--- src/design/spq_pkg.sv ---
// Package for the stable priority ready queue.
// Holds the cell control struct and the fixed codes and widths; no dependencies.
package spq_pkg;

  localparam int HELD_W = 5;

  localparam logic KIND_ENQ = 1'b0;
  localparam logic KIND_DEQ = 1'b1;

  typedef struct packed {
    logic ins;
    logic pop;
  } spq_ctl_t;

endpackage

--- src/design/spq_if.sv ---
// Valid/ready channel interfaces for the queue: request in, result out.
// Depends on spq_pkg for the entries_held width.
interface spq_in_if #(
  parameter int ID_BITS       = 6,
  parameter int PRIORITY_BITS = 8
);
  logic                     valid;
  logic                     ready;
  logic                     kind;
  logic [ID_BITS-1:0]       task_id;
  logic [PRIORITY_BITS-1:0] task_priority;

  modport source (output valid, kind, task_id, task_priority, input ready);
  modport sink   (input valid, kind, task_id, task_priority, output ready);
endinterface

interface spq_out_if #(
  parameter int ID_BITS       = 6,
  parameter int PRIORITY_BITS = 8
);
  logic                        valid;
  logic                        ready;
  logic                        popped_valid;
  logic [ID_BITS-1:0]          popped_task_id;
  logic [PRIORITY_BITS-1:0]    popped_priority;
  logic                        rejected;
  logic [spq_pkg::HELD_W-1:0]  entries_held;

  modport source (output valid, popped_valid, popped_task_id, popped_priority, rejected,
                  entries_held, input ready);
  modport sink   (input valid, popped_valid, popped_task_id, popped_priority, rejected,
                  entries_held, output ready);
endinterface

--- src/design/spq_cell.sv ---
// One slot of the sorted chain: holds a task and its priority, shifts with neighbors.
// Depends on spq_pkg for the control struct.
module spq_cell #(
  parameter int ID_BITS       = 6,
  parameter int PRIORITY_BITS = 8
) (
  input  logic                     clk,
  input  spq_pkg::spq_ctl_t        ctl,
  input  logic                     is_valid,
  input  logic [ID_BITS-1:0]       new_id,
  input  logic [PRIORITY_BITS-1:0] new_pri,
  input  logic                     prev_lower,
  input  logic [ID_BITS-1:0]       prev_id,
  input  logic [PRIORITY_BITS-1:0] prev_pri,
  input  logic [ID_BITS-1:0]       next_id,
  input  logic [PRIORITY_BITS-1:0] next_pri,
  output logic                     lower,
  output logic [ID_BITS-1:0]       id,
  output logic [PRIORITY_BITS-1:0] pri
);
  import spq_pkg::*;

  logic [ID_BITS-1:0]       id_r,  id_nxt;
  logic [PRIORITY_BITS-1:0] pri_r, pri_nxt;

  // empty slot or strictly lower priority: new task goes at or before here
  assign lower = !is_valid || (new_pri > pri_r);

  always_comb begin
    id_nxt  = id_r;
    pri_nxt = pri_r;
    if (ctl.pop) begin
      id_nxt  = next_id;
      pri_nxt = next_pri;
    end else if (ctl.ins && lower) begin
      if (prev_lower) begin
        id_nxt  = prev_id;
        pri_nxt = prev_pri;
      end else begin
        id_nxt  = new_id;
        pri_nxt = new_pri;
      end
    end
  end

  always_ff @(posedge clk) begin
    id_r  <= id_nxt;
    pri_r <= pri_nxt;
  end

  assign id  = id_r;
  assign pri = pri_r;

endmodule

--- src/design/stable_priority_ready_queue_top.sv ---
// Top level of the stable priority ready queue: chain of spq_cell slots,
// occupancy counter and result register. Depends on spq_pkg, spq_if, spq_cell.
//
//  channel | dir | payload                                               | transfer
//  in_ch   | in  | kind, task_id, task_priority                          | valid && ready
//  out_ch  | out | popped_valid, popped_task_id, popped_priority,        | valid && ready
//          |     | rejected, entries_held                                |
//
// One item per cycle unless a result waits on a low out_ch.ready; its result appears the cycle after the transfer.
// All slots compare against the new priority at once and shift together.
// Reset (rst_n low, synchronous) empties the queue and drops a pending result.
// in_ch.ready falls only while a result waits and out_ch.ready is low.
module stable_priority_ready_queue_top #(
  parameter int QUEUE_DEPTH   = 16,
  parameter int ID_BITS       = 6,
  parameter int PRIORITY_BITS = 8
) (
  input logic clk,
  input logic rst_n,
  spq_in_if.sink    in_ch,
  spq_out_if.source out_ch
);
  import spq_pkg::*;

  localparam int OCC_W = $clog2(QUEUE_DEPTH + 1);

  logic [OCC_W-1:0] occ_r, occ_nxt;
  logic             out_valid_r;
  logic             accept, full, empty;
  spq_ctl_t         ctl;

  logic [ID_BITS-1:0]       id_w    [QUEUE_DEPTH];
  logic [PRIORITY_BITS-1:0] pri_w   [QUEUE_DEPTH];
  logic                     lower_w [QUEUE_DEPTH];

  logic                     pv_r;
  logic [ID_BITS-1:0]       pid_r;
  logic [PRIORITY_BITS-1:0] ppri_r;
  logic                     rej_r;
  logic [HELD_W-1:0]        held_r;

  assign in_ch.ready = !out_valid_r || out_ch.ready;
  assign accept      = in_ch.valid && in_ch.ready;
  assign full        = (occ_r == OCC_W'(QUEUE_DEPTH));
  assign empty       = (occ_r == '0);

  assign ctl.ins = accept && (in_ch.kind == KIND_ENQ) && !full;
  assign ctl.pop = accept && (in_ch.kind == KIND_DEQ) && !empty;

  always_comb begin
    occ_nxt = occ_r;
    if (ctl.ins) begin
      occ_nxt = occ_r + OCC_W'(1);
    end else if (ctl.pop) begin
      occ_nxt = occ_r - OCC_W'(1);
    end
  end

  for (genvar i = 0; i < QUEUE_DEPTH; i++) begin : g_cell
    logic                     pl;
    logic [ID_BITS-1:0]       pid, nid;
    logic [PRIORITY_BITS-1:0] ppr, npr;

    if (i == 0) begin : g_head
      assign pl  = 1'b0;
      assign pid = '0;
      assign ppr = '0;
    end else begin : g_body
      assign pl  = lower_w[i-1];
      assign pid = id_w[i-1];
      assign ppr = pri_w[i-1];
    end

    if (i == QUEUE_DEPTH - 1) begin : g_tail
      assign nid = '0;
      assign npr = '0;
    end else begin : g_mid
      assign nid = id_w[i+1];
      assign npr = pri_w[i+1];
    end

    spq_cell #(
      .ID_BITS       (ID_BITS),
      .PRIORITY_BITS (PRIORITY_BITS)
    ) u_cell (
      .clk        (clk),
      .ctl        (ctl),
      .is_valid   (OCC_W'(i) < occ_r),
      .new_id     (in_ch.task_id),
      .new_pri    (in_ch.task_priority),
      .prev_lower (pl),
      .prev_id    (pid),
      .prev_pri   (ppr),
      .next_id    (nid),
      .next_pri   (npr),
      .lower      (lower_w[i]),
      .id         (id_w[i]),
      .pri        (pri_w[i])
    );
  end

  always_ff @(posedge clk) begin
    if (!rst_n) begin
      occ_r       <= '0;
      out_valid_r <= 1'b0;
    end else begin
      occ_r <= occ_nxt;
      if (accept) begin
        out_valid_r <= 1'b1;
      end else if (out_ch.ready) begin
        out_valid_r <= 1'b0;
      end
    end
  end

  always_ff @(posedge clk) begin
    if (accept) begin
      pv_r   <= ctl.pop;
      pid_r  <= ctl.pop ? id_w[0]  : '0;
      ppri_r <= ctl.pop ? pri_w[0] : '0;
      rej_r  <= (in_ch.kind == KIND_ENQ) && full;
      held_r <= HELD_W'(occ_nxt);
    end
  end

  assign out_ch.valid           = out_valid_r;
  assign out_ch.popped_valid    = pv_r;
  assign out_ch.popped_task_id  = pid_r;
  assign out_ch.popped_priority = ppri_r;
  assign out_ch.rejected        = rej_r;
  assign out_ch.entries_held    = held_r;

`ifndef SYNTH
  a_occ_bound: assert property (@(posedge clk) disable iff (!rst_n)
    occ_r <= OCC_W'(QUEUE_DEPTH))
    else $error("occupancy above capacity");

  a_full_reject: assert property (@(posedge clk) disable iff (!rst_n)
    (accept && (in_ch.kind == KIND_ENQ) && full) |=> (out_ch.valid && out_ch.rejected))
    else $error("enqueue into full queue not rejected");

  a_pop_count: assert property (@(posedge clk) disable iff (!rst_n)
    (accept && (in_ch.kind == KIND_DEQ) && !empty)
      |=> (out_ch.popped_valid && (occ_r == $past(occ_r) - OCC_W'(1))))
    else $error("dequeue did not remove the head");

  a_head_sorted: assert property (@(posedge clk) disable iff (!rst_n)
    (occ_r >= OCC_W'(2)) |-> (pri_w[0] >= pri_w[1]))
    else $error("head slot out of order");
`endif

endmodule

--- src/flat_wrapper.sv ---
// flat-port wrapper written by rule: the top's interface ports become plain ports
module stable_priority_ready_queue_top_flat import spq_pkg::*;
#(
  parameter int QUEUE_DEPTH   = 16,
  parameter int ID_BITS       = 6,
  parameter int PRIORITY_BITS = 8
)
  (clk, rst_n, in_ch_valid, in_ch_kind, in_ch_task_id, in_ch_task_priority, in_ch_ready, out_ch_valid, out_ch_popped_valid, out_ch_popped_task_id, out_ch_popped_priority, out_ch_rejected, out_ch_entries_held, out_ch_ready);
  spq_in_if #(.ID_BITS(ID_BITS), .PRIORITY_BITS(PRIORITY_BITS)) in_ch_i ();
  spq_out_if #(.ID_BITS(ID_BITS), .PRIORITY_BITS(PRIORITY_BITS)) out_ch_i ();
  input logic clk;
  input logic rst_n;
  input wire logic [$bits(in_ch_i.valid)-1:0] in_ch_valid;
  input wire logic [$bits(in_ch_i.kind)-1:0] in_ch_kind;
  input wire logic [$bits(in_ch_i.task_id)-1:0] in_ch_task_id;
  input wire logic [$bits(in_ch_i.task_priority)-1:0] in_ch_task_priority;
  output wire logic [$bits(in_ch_i.ready)-1:0] in_ch_ready;
  output wire logic [$bits(out_ch_i.valid)-1:0] out_ch_valid;
  output wire logic [$bits(out_ch_i.popped_valid)-1:0] out_ch_popped_valid;
  output wire logic [$bits(out_ch_i.popped_task_id)-1:0] out_ch_popped_task_id;
  output wire logic [$bits(out_ch_i.popped_priority)-1:0] out_ch_popped_priority;
  output wire logic [$bits(out_ch_i.rejected)-1:0] out_ch_rejected;
  output wire logic [$bits(out_ch_i.entries_held)-1:0] out_ch_entries_held;
  input wire logic [$bits(out_ch_i.ready)-1:0] out_ch_ready;
  assign in_ch_i.valid = in_ch_valid;
  assign in_ch_i.kind = in_ch_kind;
  assign in_ch_i.task_id = in_ch_task_id;
  assign in_ch_i.task_priority = in_ch_task_priority;
  assign in_ch_ready = in_ch_i.ready;
  assign out_ch_valid = out_ch_i.valid;
  assign out_ch_popped_valid = out_ch_i.popped_valid;
  assign out_ch_popped_task_id = out_ch_i.popped_task_id;
  assign out_ch_popped_priority = out_ch_i.popped_priority;
  assign out_ch_rejected = out_ch_i.rejected;
  assign out_ch_entries_held = out_ch_i.entries_held;
  assign out_ch_i.ready = out_ch_ready;
  stable_priority_ready_queue_top #(.QUEUE_DEPTH(QUEUE_DEPTH), .ID_BITS(ID_BITS), .PRIORITY_BITS(PRIORITY_BITS)) u_core (.clk(clk), .rst_n(rst_n), .in_ch(in_ch_i), .out_ch(out_ch_i));
endmodule
--- config.mk ---
export PLATFORM = sky130hd
export DESIGN_NAME = stable_priority_ready_queue_top_flat
export DESIGN_NICKNAME = d
export VERILOG_FILES = /design/src/design/spq_pkg.sv /design/src/design/spq_if.sv /design/src/design/spq_cell.sv /design/src/design/stable_priority_ready_queue_top.sv /design/src/flat_wrapper.sv
export SDC_FILE = /design/constraint.sdc
export NUM_CORES = 1
export LEC_CHECK = 0
export ABC_CLOCK_PERIOD_IN_PS = 6150
export BUFFER_PORTS_ARGS = -buffer_cell sky130_fd_sc_hd__buf_2
export CORE_ASPECT_RATIO = 1.5
export CORE_MARGIN = 2
export CORE_UTILIZATION = 55
export CTS_CLUSTER_SIZE = 10
export DETAILED_ROUTE_END_ITERATION = 8
export PLACE_DENSITY_LB_ADDON = 0.3
export SYNTH_ARGS = -nofsm -noshare
export SYNTH_HDL_FRONTEND = slang
export SYNTH_SLANG_ARGS = --single-unit
--- constraint.sdc ---
create_clock -name clk -period 6.15 [get_ports clk]
set_input_delay 1.23 -clock clk [delete_from_list [all_inputs] [get_ports clk]]
set_output_delay 1.23 -clock clk [all_outputs]
set_load 0.02 [all_outputs]
### After elaboration in Yosys (flattened, before gate mapping)

Cells that the tools add are included.

| storage, ports and cells | value |
|---|---|
| flip-flop bits (word level) | 251 |
| output and inout bits | 23 |
| logic and storage cells | 244 |

| cells by class | value |
|---|---|
| add/subtract/negate cells | 2 |
| $lt $le $gt $ge | 32 |
| eq/ne operators | 1 |
| multiplexer cells | 94 |
| bitwise logic cells | 1 |
| reduce and logical (&&, ||, !) cells | 75 |

Operators by type and width:

| kind | number |
|---|---|
| 8-bit two-way mux | 45 |
| 6-bit two-way mux | 45 |
| 8-bit > comparator | 16 |
| 4-bit by 5-bit < comparator with 1-bit output (first input constant) | 8 |
| 2-bit nonzero test | 16 |
| 1-bit logical AND | 22 |
| 3-bit by 5-bit < comparator with 1-bit output (first input constant) | 4 |
| 1-bit logical NOT | 19 |
| 1-bit logical OR | 17 |
| 1-bit by 5-bit < comparator with 1-bit output (first input constant) | 2 |
| 2-bit by 5-bit < comparator with 1-bit output (first input constant) | 2 |
| 5-bit two-way mux | 2 |
| 5-bit by 1-bit adder with 5-bit output (second input constant) | 1 |
| 5-bit equality test (second input constant) | 1 |
| 5-bit logical NOT | 1 |
| 5-bit by 1-bit subtractor with 5-bit output (second input constant) | 1 |
| 1-bit two-way mux | 2 |
| 1-bit inverter | 1 |

### Logic depth before layout (Yosys ltp)

| depth | value |
|---|---|
| word-level depth | 8 |
| mapped depth | 12 |
| depth with buffers taken out | 9 |

### By module

Synthesis repeated with hierarchy kept, for this count alone.

| second synthesis, totals | value |
|---|---|
| cell total of the unflattened synthesis | 1,556 |
| area, all modules | 16,589.7 µm² |

Modules (own cells, without submodules):

| module | instances | cells each | area an instance (µm²) | sequential area each (µm²) |
|---|---|---|---|---|
| spq_cell at u_core.g_cell[0].u_cell ... | 15 | 90 | 953.4 | 420.4 |
| stable_priority_ready_queue_top | 1 | 116 | 1,352.5 | 750.7 |
| spq_cell at u_core.g_cell[2].u_cell | 1 | 90 | 935.9 | 420.4 |

### Worst setup path after synthesis

OpenSTA, ideal clock, no wires.

| timing | value |
|---|---|
| kind | in2reg |
| start | in in_ch_task_priority[0] |
| end | reg u_core.g_cell[5].u_cell.id_r[0], enable pin |
| arrival | 3,824 ps |
| required time | 5,746 ps |
| path slack | 1,922 ps |
| stages on the path | 10 |
| path through | clkbuf_1 > inv_1 > ha_1 > nor2b_1 > o211ai_1 > a21oi_1 > o22a_1 > clkbuf_1 > nor2_1 > o21ai_0 |

| on the way | value |
|---|---|
| word-level cells in the longest chain between the ends | 4 |

RTL lines:

| item | RTL line | RTL |
|---|---|---|
| from (decl) | flat_wrapper.sv:16 | `input wire logic [$bits(in_ch_i.task_priority)-1:0] in_ch_task_priority;` |
| 8-bit > comparator | spq_cell.sv:27 | `assign lower = !is_valid \|\| (new_pri > pri_r);` |
| 1-bit logical OR | spq_cell.sv:27 |  |
| 1-bit logical AND | spq_cell.sv:35 | `end else if (ctl.ins && lower) begin` |
| 2-bit nonzero test (no line) | -- |  |
| to (signal assigned) | spq_cell.sv:47 | `id_r <= id_nxt;` |
| to (decl) | spq_cell.sv:23 | `logic [ID_BITS-1:0] id_r, id_nxt;` |

No other way between the ends.
A chain may end at the register's enable or synchronous reset.

### Worst setup path in the final report

| timing | value |
|---|---|
| start | in in_ch_task_priority[7] |
| end | reg u_core.g_cell[8].u_cell.id_r[2], enable pin |

| on the way | value |
|---|---|
| word-level cells in the longest chain between the ends | 4 |

RTL lines:

| item | RTL line |
|---|---|
| 8-bit > comparator | spq_cell.sv:27 |
| 1-bit logical OR | spq_cell.sv:27 |
| 1-bit logical AND | spq_cell.sv:35 |
| 2-bit nonzero test (no line) | -- |
| to (signal assigned) | spq_cell.sv:47 |
| to (decl) | spq_cell.sv:23 |

No other way between the ends.

==> summary.md <==
| Metric | Value |
|---|---|
| Status | complete, no violations |
| CP arrival | 4080 ps |
| CP Cell Sequence | buf_2 > ha_1 > nand2_1 > o21ai_1 > mux2_2 > o31a_1 > nor2_1 > o21ai_1 |
| Crit-path slowest cell | o21ai_1 |
| Clk pwr share | between 20% and 30% |
| Routability Congestion | 0.892 |
| Max Fclk | 256 MHz |
| I/O pin count | 42 |
| Area leader, netlist | edfxtp_1 |
| CTS H-tree depth | 1 |
| Area delta synth->final | 5.31% |
| Hold path depth | 2 |
| Worst hold path startpoint | u_core.g_cell[15].u_cell.id[3] |
| Worst-path clk slew | 60 ps |
| Top cell type's share of synthesized area | 42.7% |
| Switching power | around 2.5 mW |
| Setup CP Type | in2reg |
| Worst reg2reg startpoint | u_core.occ_r[2] |
| Clk_skew | 13.0 ps |
| Slew Viols, Final | 0 |
| Initial drt markers | 1518 |
| Largest net degree at the start of global routing | 230 |
| Post-CTS Setup Repair Bufs | 0 |
| Rel. slew slack | 12.8% |
| Crit path largest cell delay | approximately 870 ps |
| # Max-Cap Violations | 0 |
| Clk_lat worst skew | ~560 ps |
| CTS hold repair buffers | 0 |
| Inst Count DP | 2038 |
| Initial antenna violation count | 0 |
| Clk root buf | clkbuf_16 |
| Yosys warns | 0 |
| Seq/Total Area, Yosys | 45.2% |
| Final Hold Viols | 0 |
| Via density | 6.87 |
| Asr flop ratio synth | 0% |
| Post-synth EDFFs | approximately 230 |
| Leakage power | roughly 6.6 nW |
| Bufs on Longest Clock Path | 3 |
| Combinational Power Share | 35.0% |
| Worst R2R End | u_core.g_cell[10].u_cell.id[2] |
| Vias | between 10000 and 15000 |
| Core Area | between 20000 and 30000 um^2 |
| Hold Path End | u_core.g_cell[15].u_cell.id[3] |
| R2R setup slack | 2410 ps |
| CTS tree | done |
| #FFs+latches synth | 251 |
| Pre-Repair DR Iteration Count | 6 |
| Fin crit period | 3910 ps |
| PortBufs | ~40 |
| Non-filler cells in the finished layout | 2090 |
| Worst Setup Start Kind | primary input |
| Clock sink total | 251 |
| Worst setup EP type | register |
| RSZ-0062 raised after global routing | no |
| Die extent in y | 214 um |
| Slew @ Worst Pin | 1310 ps |
| Gate Count Post-Synth | 1733 |
| CP max FO | 23 |
| Total track usage | between 30% and 40% |
| Fill count | 2587 |
| DP HPWL | 34.9 mm |
| Global-route wire length before repair | slightly below 80 mm |
| Number of global-route vias before repair | 14000 |
| Avg Synthesized Cell Area | 9.36 um^2 |
| Ant diodes | 0 |
| Ys flop type | edfxtp_1 |
| Chip width | about 140 um |
| Post-layout nets | 1825 |
| Antenna viol nets, final | 0 |
| Internal power | 4.05 mW |
| Die area | 30900 um^2 |
| Multi-input logic area | 7590 um^2 |
| Register area | roughly 7300 um^2 |
| Seq pwr share | 41.0% |
| Distinct cell type count after synthesis | 43 |
| Crit path top cell by count | o21ai_1 |
| Residual DRC count | 0 |
| Syn Nets | 1884 |
| P per Cell Area | between 300 and 400 nW/um^2 |
| Drt total wl | 51.0 mm |
| Peak supply drop | approximately 230 uV |
| Tcrit/Tclk final | 63.5% |
| Final setup viols | 0 |
| HP Class | reg2reg |
| Setup TNS | 0 ps |
| Initial Util | 55.4% |
| Sw Ratio | 38.5% |
| Post-CTS resize count | 0 |
| FP Rows | 77 |
| Critical Path RT | 6330 ps |
| Cts bufs inserted | 29 |
| Wire length per cell | 24.4 um |
| Ranking of synthesized cells by area | edfxtp_1 (43%), ha_1 (10%), a31oi_1 (8.2%), o21ai_0 (7.7%), a21oi_1 (5.1%) |
| Synth Cell Area | 16200 um^2 |
| Layout cells sized above 1 | 5.84% |
| FF-to-FF path depth | 6 |
| Total gr overflow | 0 |
## final cells by class
class | count | area share (%)
tap | 395 | 2.89
sequential | 251 | 42.9
inverter | 121 | 2.70
multi-input combinational | 1210 | 44.4
timing repair buffer | 61 | 2.23
clock buffer | 51 | 4.79
clock inverter | 1 | 0.0512
## sequential cells by signal (all words and copies together) (netlist names)
name	count
u_core.g_cell.u_cell.id	96
u_core.g_cell.u_cell.pri	128
u_core.occ_r	5
u_core.out_ch.entries_held	5
u_core.out_ch.popped_priority	8
u_core.out_ch.popped_task_id	6
u_core.out_ch.popped_valid	1
u_core.out_ch.rejected	1
u_core.out_ch.valid	1
## power by group through the flow
| stage | sequential, mW | combinational, mW | clock (mW) |
|---|---|---|---|
| final | 2.70 | 2.30 | 1.58 |
| after global routing | 2.72 | 2.55 | 1.65 |
| after CTS | 2.68 | 2.24 | 1.58 |
| after detailed placement | 2.71 | 2.24 | 0 |
| after global placement | 2.70 | 2.14 | 0 |
| after floorplan | 2.60 | 1.70 | 0 |
## cells in the mapped netlist, types with 15 or more instances
master	count
a21oi_1	164
a22oi_1	98
a31oi_1	212
buf_2	26
buf_6	32
clkbuf_1	78
dfxtp_1	20
edfxtp_1	231
ha_1	132
inv_1	120
nand2_1	82
nand4_1	35
nor2_1	127
nor2b_1	17
o211ai_1	15
o21ai_0	250
o22ai_1	16
## critical path, delay by kind of cell
family / cells / cell delay, ps
buf+inv: 1 / 590
compound gates: 3 / 1550
mux: 1 / 240
fa+ha+maj: 1 / 300
simple gates: 2 / 160
## cell families after synthesis
family | count (synthesis) | synth area share [%]
flops | 251 | 45.2
buf+inv | 272 | 8.02
simple gates | 290 | 8.02
mux | 1 | 0.0694
compound gates | 783 | 28.3
xor+xnor | 4 | 0.216
fa+ha+maj | 132 | 10.2
## how the worst max path moves through the flow
| stage | start | cells past startpoint | slack, ps | end |
|---|---|---|---|---|
| 2_1_floorplan | in_ch_task_priority[0] | 10 | 1920 | u_core.g_cell[5].u_cell.id[0] |
| 3_3_place_gp | in_ch_task_priority[0] | 8 | 1810 | u_core.g_cell[8].u_cell.id[0] |
| 3_5_place_dp | in_ch_task_priority[0] | 8 | 1730 | u_core.g_cell[8].u_cell.id[3] |
| 4_1_cts | in_ch_task_priority[7] | 8 | 2310 | u_core.g_cell[8].u_cell.id[3] |
| 5_1_grt | in_ch_task_priority[0] | 9 | 2050 | u_core.g_cell[0].u_cell.pri[1] |
| 6_report | in_ch_task_priority[7] | 8 | 2240 | u_core.g_cell[8].u_cell.id[2] |
## routing by layer
layer	routed length [um]	share of wire (%)	GRT usage, %	up-vias
li1	-	-	-	6446
met1	18000	35	38.8	6899
met2	25700	50	56.5	801
met3	3650	7.1	3.48	215
met4	3690	7.2	20.8	0
met5	0	0	0	-
## metrics by stage
step / util (%) / area, um^2 / setup slack, ps / hold WS, ps / power [mW]
after floorplan: - / 16200 / 1920 / 501 / 4.30
final: 58.4 / 17100 / 2240 / 555 / 6.58
after global routing: 58.4 / 17100 / 2050 / 586 / 6.91
after detailed placement: 55.5 / 16300 / 1730 / 539 / 4.94
after CTS: 58.4 / 17100 / 2310 / 552 / 6.50
after global placement: 55.5 / 16300 / 1810 / 535 / 4.85
## cell usage in the layout (no fill, tap or decap), drive strengths merged
| cell | n |
|---|---|
| o21ai | 251 |
| clkinv | 1 |
| nand4 | 35 |
| mux2 | 1 |
| nor2b | 17 |
| nand4bb | 1 |
| clkbuf | 51 |
| o21bai | 2 |
| and2 | 14 |
| edfxtp | 231 |
| nand2b | 5 |
| o21a | 3 |
| o22a | 13 |
| a31o | 1 |
| a31oi | 212 |
| nand3 | 2 |
| a21oi | 164 |
| buf | 61 |
| a21boi | 2 |
| nand4b | 1 |
| nand2 | 82 |
| a21o | 3 |
| and3 | 1 |
| nor2 | 128 |
| inv | 121 |
| o31ai | 1 |
| o31a | 1 |
| o22ai | 16 |
| or3 | 2 |
| ha | 132 |
| dfxtp | 20 |
| a22oi | 98 |
| xnor2 | 1 |
| xor2 | 3 |
| or2 | 2 |
| o211ai | 16 |
Note: power is estimated with default switching activity, not from simulation.
